File: src/hw/rtl/pcic_pkg.sv
`timescale 1ns / 1ps
`default_nettype none

package pcic_pkg;

    // Fixed sizes of the configuration
    localparam int BYTES_PER_SAMPLE = 8;
    localparam int ACC_WIDTH        = 32;

    // Word layout
    localparam int IN_BYTES = 8;
    localparam int PDM_W    = 8 * IN_BYTES;
    localparam int PCM_W    = 16;

    // One lane per byte that enters the integrators
    localparam int HALF_BYTES = BYTES_PER_SAMPLE / 2;
    localparam int LANES      = 2 * HALF_BYTES;

    // Closed-form coefficients of LANES integrator steps
    localparam int C_I1  = LANES;
    localparam int C_TRI = LANES * (LANES + 1) / 2;

    // Lane widths
    localparam int POP_W = 4;
    localparam int W1_W  = $clog2(LANES + 1);
    localparam int W2_W  = $clog2(C_TRI + 1);
    localparam int P1_W  = POP_W + W1_W;
    localparam int P2_W  = POP_W + W2_W;
    localparam int SUM_W = P2_W + $clog2(LANES + 1);

    // High-pass gain 63/64
    localparam int HPF_SHIFT = 6;
    localparam int HPF_BIAS  = 63;

    typedef logic [PDM_W-1:0]        t_pdm;
    typedef logic signed [PCM_W-1:0] t_pcm;
    typedef logic [ACC_WIDTH-1:0]    t_acc;
    typedef logic [POP_W-1:0]        t_pop;
    typedef logic [W1_W-1:0]         t_w1;
    typedef logic [W2_W-1:0]         t_w2;
    typedef logic [P1_W-1:0]         t_p1;
    typedef logic [P2_W-1:0]         t_p2;
    typedef logic [SUM_W-1:0]        t_sum;

    // Byte position taken by lane k: two halves, each from its top byte down
    function automatic int lane_byte(input int k);
        int g;
        int j;
        g = k / HALF_BYTES;
        j = k % HALF_BYTES;
        return g * HALF_BYTES + (HALF_BYTES - 1 - j);
    endfunction

    // Weight of lane k in the second integrator
    function automatic int lane_w1(input int k);
        return LANES - k;
    endfunction

    // Weight of lane k in the third integrator
    function automatic int lane_w2(input int k);
        return (LANES - k + 1) * (LANES - k) / 2;
    endfunction

endpackage

`default_nettype wire

File: src/hw/rtl/pcic_if.sv
`timescale 1ns / 1ps
`default_nettype none

interface pcic_pdm_if;
    logic            valid;
    logic            ready;
    pcic_pkg::t_pdm  pdm_bytes;

    modport source (output valid, output pdm_bytes, input ready);
    modport sink   (input valid, input pdm_bytes, output ready);
endinterface

interface pcic_pcm_if;
    logic            valid;
    logic            ready;
    pcic_pkg::t_pcm  pcm_sample;

    modport source (output valid, output pcm_sample, input ready);
    modport sink   (input valid, input pcm_sample, output ready);
endinterface

`default_nettype wire

File: src/hw/rtl/pcic_lane.sv
`timescale 1ns / 1ps
`default_nettype none

module pcic_lane import pcic_pkg::*; (
    input  wire logic       i_clk,
    input  wire logic       i_load,
    input  wire logic [7:0] i_byte,
    input  wire t_w1        i_w1,
    input  wire t_w2        i_w2,
    output t_pop            o_pop,
    output t_p1             o_p1,
    output t_p2             o_p2
);

    t_pop n_pop;
    t_pop r_pop;
    t_p1  r_p1;
    t_p2  r_p2;

    // Count one bits of the byte
    always_comb begin
        n_pop = '0;
        for (int b = 0; b < 8; b++) begin
            n_pop = n_pop + t_pop'(i_byte[b]);
        end
    end

    // Hold the count and its two weighted terms
    always_ff @(posedge i_clk) begin
        if (i_load) begin
            r_pop <= n_pop;
            r_p1  <= t_p1'(n_pop) * t_p1'(i_w1);
            r_p2  <= t_p2'(n_pop) * t_p2'(i_w2);
        end
    end

    assign o_pop = r_pop;
    assign o_p1  = r_p1;
    assign o_p2  = r_p2;

endmodule

`default_nettype wire

File: src/hw/rtl/pcic_merge.sv
`timescale 1ns / 1ps
`default_nettype none

module pcic_merge import pcic_pkg::*; (
    input  wire logic i_clk,
    input  wire logic i_rst_n,
    input  wire logic i_valid,
    output logic      o_ready,
    input  wire t_pop i_pop [LANES],
    input  wire t_p1  i_p1  [LANES],
    input  wire t_p2  i_p2  [LANES],
    output logic      o_valid,
    input  wire logic i_ready,
    output t_sum      o_s0,
    output t_sum      o_s1,
    output t_sum      o_s2
);

    logic r_valid;
    t_sum n_s0, n_s1, n_s2;
    t_sum r_s0, r_s1, r_s2;
    logic load;

    assign o_ready = !r_valid || i_ready;
    assign load    = i_valid && o_ready;

    // Add up the lane terms
    always_comb begin
        n_s0 = '0;
        n_s1 = '0;
        n_s2 = '0;
        for (int k = 0; k < LANES; k++) begin
            n_s0 = n_s0 + t_sum'(i_pop[k]);
            n_s1 = n_s1 + t_sum'(i_p1[k]);
            n_s2 = n_s2 + t_sum'(i_p2[k]);
        end
    end

    always_ff @(posedge i_clk) begin
        if (!i_rst_n) begin
            r_valid <= 1'b0;
        end else if (o_ready) begin
            r_valid <= i_valid;
        end
    end

    always_ff @(posedge i_clk) begin
        if (load) begin
            r_s0 <= n_s0;
            r_s1 <= n_s1;
            r_s2 <= n_s2;
        end
    end

    assign o_valid = r_valid;
    assign o_s0    = r_s0;
    assign o_s1    = r_s1;
    assign o_s2    = r_s2;

endmodule

`default_nettype wire

File: src/hw/rtl/pcic_cic.sv
`timescale 1ns / 1ps
`default_nettype none

module pcic_cic import pcic_pkg::*; (
    input  wire logic i_clk,
    input  wire logic i_rst_n,
    input  wire logic i_valid,
    output logic      o_ready,
    input  wire t_sum i_s0,
    input  wire t_sum i_s1,
    input  wire t_sum i_s2,
    output logic      o_valid,
    input  wire logic i_ready,
    output t_acc      o_diff
);

    // Integrator stage
    logic r_int_valid;
    logic int_ready;
    logic int_load;
    t_acc r_i1, r_i2, r_i3;
    t_acc n_i1, n_i2, n_i3;

    // Comb stage
    logic r_comb_valid;
    logic comb_ready;
    logic comb_load;
    t_acc r_dly [6];
    t_acc r_xprev;
    t_acc r_diff;
    t_acc c1, c2, c3;

    assign comb_ready = !r_comb_valid || i_ready;
    assign comb_load  = r_int_valid && comb_ready;
    assign int_ready  = !r_int_valid || comb_ready;
    assign int_load   = i_valid && int_ready;
    assign o_ready    = int_ready;

    // Advance all three integrators by a whole word of bytes
    always_comb begin
        n_i1 = r_i1 + t_acc'(i_s0);
        n_i2 = r_i2 + t_acc'(C_I1) * r_i1 + t_acc'(i_s1);
        n_i3 = r_i3 + t_acc'(C_I1) * r_i2 + t_acc'(C_TRI) * r_i1 + t_acc'(i_s2);
    end

    always_ff @(posedge i_clk) begin
        if (!i_rst_n) begin
            r_int_valid <= 1'b0;
            r_i1        <= '0;
            r_i2        <= '0;
            r_i3        <= '0;
        end else begin
            if (int_ready) begin
                r_int_valid <= i_valid;
            end
            if (int_load) begin
                r_i1 <= n_i1;
                r_i2 <= n_i2;
                r_i3 <= n_i3;
            end
        end
    end

    // Three combs, each with a two-word delay
    assign c1 = r_i3 - r_dly[1];
    assign c2 = c1 - r_dly[3];
    assign c3 = c2 - r_dly[5];

    always_ff @(posedge i_clk) begin
        if (!i_rst_n) begin
            r_comb_valid <= 1'b0;
            for (int i = 0; i < 6; i++) begin
                r_dly[i] <= '0;
            end
            r_xprev <= '0;
        end else begin
            if (comb_ready) begin
                r_comb_valid <= r_int_valid;
            end
            if (comb_load) begin
                r_dly[0] <= r_i3;
                r_dly[1] <= r_dly[0];
                r_dly[2] <= c1;
                r_dly[3] <= r_dly[2];
                r_dly[4] <= c2;
                r_dly[5] <= r_dly[4];
                r_xprev  <= c3;
            end
        end
    end

    // Hand the high-pass its input step
    always_ff @(posedge i_clk) begin
        if (comb_load) begin
            r_diff <= c3 - r_xprev;
        end
    end

    assign o_valid = r_comb_valid;
    assign o_diff  = r_diff;

endmodule

`default_nettype wire

File: src/hw/rtl/pcic_hpf.sv
`timescale 1ns / 1ps
`default_nettype none

module pcic_hpf import pcic_pkg::*; (
    input  wire logic i_clk,
    input  wire logic i_rst_n,
    input  wire logic i_valid,
    output logic      o_ready,
    input  wire t_acc i_diff,
    output logic      o_valid,
    input  wire logic i_ready,
    output t_pcm      o_pcm
);

    logic r_valid;
    logic load;
    t_acc r_y;
    t_acc sum;
    t_acc prod;
    t_acc biased;
    t_acc n_y;

    assign o_ready = !r_valid || i_ready;
    assign load    = i_valid && o_ready;

    // y = 63 * (y + x - xprev) / 64, truncating toward zero
    always_comb begin
        sum    = r_y + i_diff;
        prod   = (sum << HPF_SHIFT) - sum;
        biased = prod + (prod[ACC_WIDTH-1] ? t_acc'(HPF_BIAS) : '0);
        n_y    = t_acc'($signed(biased) >>> HPF_SHIFT);
    end

    always_ff @(posedge i_clk) begin
        if (!i_rst_n) begin
            r_valid <= 1'b0;
            r_y     <= '0;
        end else begin
            if (o_ready) begin
                r_valid <= i_valid;
            end
            if (load) begin
                r_y <= n_y;
            end
        end
    end

    assign o_valid = r_valid;
    assign o_pcm   = t_pcm'(r_y[PCM_W-1:0]);

endmodule

`default_nettype wire

File: src/hw/rtl/pdm_cic3_decimator_dc_block.sv
// Path: a word accepted at the input is registered in turn by the lanes, the merge, the
// integrators, the combs and the high-pass output register before its sample is valid.
// Throughput: one word per cycle unless the output stalls; the integrator update and the
// high-pass feedback each close through one register; output stalls back up stage by stage.
// Reset: synchronous, active low; clears integrators, comb delays, high-pass state, valids.
`timescale 1ns / 1ps
`default_nettype none

module pdm_cic3_decimator_dc_block import pcic_pkg::*; (
    input  wire logic  i_clk,
    input  wire logic  i_rst_n,
    pcic_pdm_if.sink   i_pdm,
    pcic_pcm_if.source o_pcm
);

    logic r_lane_valid;
    logic lane_load;
    logic merge_ready;
    logic merge_valid;
    logic cic_ready;
    logic cic_valid;
    logic hpf_ready;

    t_pop lane_pop [LANES];
    t_p1  lane_p1  [LANES];
    t_p2  lane_p2  [LANES];
    t_sum s0, s1, s2;
    t_acc diff;

    assign i_pdm.ready = !r_lane_valid || merge_ready;
    assign lane_load   = i_pdm.valid && i_pdm.ready;

    // Lane stage valid
    always_ff @(posedge i_clk) begin
        if (!i_rst_n) begin
            r_lane_valid <= 1'b0;
        end else if (i_pdm.ready) begin
            r_lane_valid <= i_pdm.valid;
        end
    end

    // One lane per integrator step, fed its byte in step order
    for (genvar k = 0; k < LANES; k++) begin : g_lane
        localparam int IDX = lane_byte(k);
        logic [7:0] lane_byte_val;

        if (IDX < IN_BYTES) begin : g_in
            assign lane_byte_val = i_pdm.pdm_bytes[8*IDX +: 8];
        end else begin : g_zero
            assign lane_byte_val = '0;
        end

        pcic_lane u_lane (
            .i_clk  (i_clk),
            .i_load (lane_load),
            .i_byte (lane_byte_val),
            .i_w1   (t_w1'(lane_w1(k))),
            .i_w2   (t_w2'(lane_w2(k))),
            .o_pop  (lane_pop[k]),
            .o_p1   (lane_p1[k]),
            .o_p2   (lane_p2[k])
        );
    end

    pcic_merge u_merge (
        .i_clk   (i_clk),
        .i_rst_n (i_rst_n),
        .i_valid (r_lane_valid),
        .o_ready (merge_ready),
        .i_pop   (lane_pop),
        .i_p1    (lane_p1),
        .i_p2    (lane_p2),
        .o_valid (merge_valid),
        .i_ready (cic_ready),
        .o_s0    (s0),
        .o_s1    (s1),
        .o_s2    (s2)
    );

    pcic_cic u_cic (
        .i_clk   (i_clk),
        .i_rst_n (i_rst_n),
        .i_valid (merge_valid),
        .o_ready (cic_ready),
        .i_s0    (s0),
        .i_s1    (s1),
        .i_s2    (s2),
        .o_valid (cic_valid),
        .i_ready (hpf_ready),
        .o_diff  (diff)
    );

    pcic_hpf u_hpf (
        .i_clk   (i_clk),
        .i_rst_n (i_rst_n),
        .i_valid (cic_valid),
        .o_ready (hpf_ready),
        .i_diff  (diff),
        .o_valid (o_pcm.valid),
        .i_ready (o_pcm.ready),
        .o_pcm   (o_pcm.pcm_sample)
    );

endmodule

`default_nettype wire

File: src/flat_wrapper.sv
// flat-port wrapper written by rule: the top's interface ports become plain ports
module pdm_cic3_decimator_dc_block_flat import pcic_pkg::*;
  (i_clk, i_rst_n, i_pdm_valid, i_pdm_pdm_bytes, i_pdm_ready, o_pcm_valid, o_pcm_pcm_sample, o_pcm_ready);
  pcic_pdm_if i_pdm_i ();
  pcic_pcm_if o_pcm_i ();
  input  wire logic i_clk;
  input  wire logic i_rst_n;
  input wire logic [$bits(i_pdm_i.valid)-1:0] i_pdm_valid;
  input wire logic [$bits(i_pdm_i.pdm_bytes)-1:0] i_pdm_pdm_bytes;
  output wire logic [$bits(i_pdm_i.ready)-1:0] i_pdm_ready;
  output wire logic [$bits(o_pcm_i.valid)-1:0] o_pcm_valid;
  output wire logic [$bits(o_pcm_i.pcm_sample)-1:0] o_pcm_pcm_sample;
  input wire logic [$bits(o_pcm_i.ready)-1:0] o_pcm_ready;
  assign i_pdm_i.valid = i_pdm_valid;
  assign i_pdm_i.pdm_bytes = i_pdm_pdm_bytes;
  assign i_pdm_ready = i_pdm_i.ready;
  assign o_pcm_valid = o_pcm_i.valid;
  assign o_pcm_pcm_sample = o_pcm_i.pcm_sample;
  assign o_pcm_i.ready = o_pcm_ready;
  pdm_cic3_decimator_dc_block u_core (.i_clk(i_clk), .i_rst_n(i_rst_n), .i_pdm(i_pdm_i), .o_pcm(o_pcm_i));
endmodule
File: config.mk
export PLATFORM = sky130hd
export DESIGN_NAME = pdm_cic3_decimator_dc_block_flat
export DESIGN_NICKNAME = d
export VERILOG_FILES = /design/src/hw/rtl/pcic_pkg.sv /design/src/hw/rtl/pcic_if.sv /design/src/hw/rtl/pcic_lane.sv /design/src/hw/rtl/pcic_merge.sv /design/src/hw/rtl/pcic_cic.sv /design/src/hw/rtl/pcic_hpf.sv /design/src/hw/rtl/pdm_cic3_decimator_dc_block.sv /design/src/flat_wrapper.sv
export SDC_FILE = /design/constraint.sdc
export NUM_CORES = 2
export LEC_CHECK = 0
export BUFFER_PORTS_ARGS = -buffer_cell sky130_fd_sc_hd__buf_2
export CORE_MARGIN = 2
export CORE_UTILIZATION = 25
export DETAILED_ROUTE_END_ITERATION = 10
export PLACE_DENSITY = 0.38
export SYNTH_ARGS = -nofsm -noshare
export SYNTH_HDL_FRONTEND = slang
export SYNTH_SLANG_ARGS = --single-unit
File: constraint.sdc
create_clock -name i_clk -period 12.7 [get_ports i_clk]
set_input_delay 1.905 -clock i_clk [delete_from_list [all_inputs] [get_ports i_clk]]
set_output_delay 1.905 -clock i_clk [all_outputs]
set_load 0.005 [all_outputs]
==> summary.md <==
| Metric | Value |
|---|---|
| I/O Pins | 86 |
| Ys flop type | edfxtp_1 |
| Inserted Clock Buffers | 69 |
| Number of synthesized flops with an enable pin | 336 |
| Sequential cell fraction of total power | around a fifth |
| Fillers | 16,079 |
| Leakage power | roughly 19 nW |
| Initial antenna violation count | 1 |
| RSZ-0062 raised after global routing | false |
| Top cells by area, synth | edfxtp_1 (26%), ha_1 (15%), fa_1 (10%) |
| Sequential area share after synthesis | 34.4% |
| CP max stage delay | 0.70 ns |
| CP max stage cell | o41ai_1 |
| Core area | 152,000 µm² |
| Final setup vio count | 0 |
| Rows | 143 |
| Met1 GRT Util | 14.5% |
| Worst endpoint required time | around 13 ns |
| Mux contribution to synthesized area | 0.0522% |
| CTS tree | done |
| Routed Antenna Nets | 0 |
| Xor and xnor area share after synthesis | 7.46% |
| Logic pwr share | between 60% and 70% |
| Final Max Tran Viols | 0 |
| Vias per cell | 4.36 |
| Syn nets | 4,632 |
| Max Clock Freq | roughly 110 MHz |
| M2 GR Usage | slightly above 20% |
| Tot Pwr | about 13 mW |
| Drt initial violations | 858 |
| Tmin final | 9.07 ns |
| Top cell type's share of synthesized area | between 20% and 30% |
| GR met3 Demand/Resource | 1.71% |
| CP Buf/Inv Count | 2 |
| Slew @ Worst Pin | 0.964 ns |
| Synth Area in Compound Gates | 14.3% |
| Fin area | 43,300 µm² |
| Crit Path Class | flip-flop to flip-flop |
| Share of cells above drive strength 1 | 6.64% |
| Critical path capture point type | flip-flop |
| Clock Power Share | 15.7% |
| Setup crit start kind | flip-flop |
| Pre-antenna DRT Iters | 5 |
| Max FO, Critical Path | 6 |
| Slew headroom | about 36% |
| Final setup TNS | 0 ns |
| Synthesized-area fraction occupied by and/or/nand/nor cells | 12.6% |
| Multi-input logic area | 22,800 µm² |
| Net Sw Power | 5.43 mW |
| Nets@finish | 4,698 |
| Clock-pin slew on the worst setup and hold paths | approximately 0.060 ns |
| Reg area | 13,200 µm² |
| Avg WL per Cell | 14.6 µm |
| CTS resizes | 0 |
| Internal | 7.15 mW |
| Initial Util | 25.2% |
| Sw Share | between 40% and 50% |
| Hold buffer count at CTS | 0 |
| Synth Cell Area | 38,300 µm² |
| Die Ht | ~400 µm |
| Post-CTS Setup Inserts | 0 |
| Die Wd | 396 µm |
| Adder-cell share of the synthesized area | 25.0% |
| Yosys cell types | just over 90 |
| Placed cell areas | 41,000 µm² |
| Fraction of registers with async set/reset | 0% |
| Worst skew pair latency | 0.65 ns |
| DIE AREA | ~160,000 µm² |
| Max Cap Viol | 0 |
| Global route overflow | 0 |
| Delay-heaviest family, CP | compound AO/OA/AOI/OAI gates |
| Clock Path Buffers | 3 |
| First-pass GRT wire length | 146,000 µm |
| Worst Path Arrival | 9.45 ns |
| PortBufs | 85 |
| Number of global-route vias before repair | roughly 27,000 |
| Min-delay worst type | flip-flop to flip-flop |
| Largest net degree at the start of global routing | 120 |
| Clock sinks | 490 |
| Via Count | 26,444 |
| Commonest cells after routing, fill and taps aside | inv_1 (503), ha_1 (459), edfxtp_1 (336) |
| Status | finished clean |
| H-tree depth | 3 |
| Final Wtd Congestion | 0.777 |
| Most common cell after layout, fill and taps aside | inv_1 |
| Synth Area per Inst | between 9 and 10 µm² |
| Fin. Hold Viols | 0 |
| DPL Wire Length | 68,300 µm |
| PD cells | about 290 nW/µm² |
| Synth area leader | edfxtp_1 |
| Yosys reg bits | 490 |
| Synthesized instance count | 3,914 |
| Most Crowded Layer GR | met2 |
| Fin crit share | 71.4% |
| DRC viols | 0 |
| Total track usage | a little under an eighth |
| Root Driver | clkbuf_16 |
| Routed wire length | 88,800 µm |
| Worst Clk Skew | roughly 0.025 ns |
| Largest family of logic cells by synthesized area | adder cells |
| Layout Area Growth over Synthesis | 12.9% |
| Ys Warns | 0 |
| VDD IR-drop max | about 0.34 mV |
| # diodes | 0 |
-- routing by layer --
layer  up-vias  wire length (µm)
met5         -                 0
met4         0              2340
met3       125              1980
met2       225             43400
met1     12390             41100
li1      13704                 -
-- synthesized netlist by cell type (58+ instances only) --
cell	count
o21ai_0	151
nand3_1	58
edfxtp_1	336
nor2_1	207
a21oi_1	320
clkbuf_1	83
a21o_1	120
xnor2_1	208
and2_1	62
fa_1	191
dfxtp_1	154
ha_1	459
xor2_1	112
and3_1	129
nand2_1	283
inv_1	504
-- tightest hold or removal path, delay by kind of cell (launching register included) --
kind            cells  cell delay (ns)
compound gates      1             0.05
flops               1             0.30
simple gates        1             0.05
-- power by group through the flow --
stage	logic [mW]	clock network [mW]	registers [mW]
final	8.01	1.97	2.59
after global routing	9.29	2.11	2.62
after CTS	8.22	2.06	2.60
after detailed placement	8.17	0	2.63
after global placement	8.18	0	2.63
after floorplan	6.32	0	2.56
-- sequential cells by signal (all words and copies together), names as in the netlist --
name                        count
u_core.u_cic.r_dly            192
u_core.g_lane.u_lane.o_p2      38
u_core.u_cic.o_diff            32
u_core.u_cic.r_i3              32
u_core.u_cic.r_xprev           32
u_core.u_cic.r_i1              30
u_core.u_cic.r_i2              29
u_core.u_hpf.r_y               26
u_core.g_lane.u_lane.o_pop     24
u_core.g_lane.u_lane.o_p1      20
u_core.u_merge.o_s2            13
u_core.u_merge.o_s1            10
u_core.u_merge.o_s0             7
u_core.r_lane_valid             1
u_core.u_cic.o_valid            1
u_core.u_cic.r_int_valid        1
u_core.u_hpf.o_valid            1
u_core.u_merge.o_valid          1
-- cell type report --
class                      instances  share of cell area (%)
clock buffer                      96                    4.41
tap                             2030                    5.87
multi-input combinational       2807                    52.7
clock inverter                    29                   0.838
sequential                       490                    30.4
timing repair buffer             105                    1.34
inverter                         507                    4.43
-- logic make-up (layout without fill, tap and decap cells) --
logic type,Yosys count,after routing
AOI/OAI and AO/OA,867,867
xor gates and xnor gates,323,323
adders and majority gates,650,650
buffers and inverters,617,737
DFF,490,490
muxes,2,2
and+or+nand+nor,965,965
-- stage by stage --
stage          utilization, %  cells  hold WS (ns)  worst slack (ns)
3_5_place_dp             27.0   5939         0.448              3.54
4_1_cts                  28.5   6064         0.455              3.50
6_report                 28.5   6064         0.451              3.63
5_1_grt                  28.5   6064         0.481              2.63
3_3_place_gp             27.0   5939         0.442              3.68
2_1_floorplan               -   3914         0.436              4.86
-- path summary, 6_finish.rpt --
| path | startpoint | to | slack, ns | cells past startpoint |
|---|---|---|---|---|
| min | u_core.u_cic.r_xprev[10] | u_core.u_cic.r_xprev[10] | 0.45 | 2 |
| max | u_core.u_cic.r_i3[0] | u_core.u_cic.o_diff[31] | 3.63 | 41 |
| min reg2reg | u_core.u_cic.r_xprev[10] | u_core.u_cic.r_xprev[10] | 0.45 | 2 |
| max reg2reg | u_core.u_cic.r_i3[0] | u_core.u_cic.o_diff[31] | 3.63 | 41 |
(Power assumes the default switching activity.)
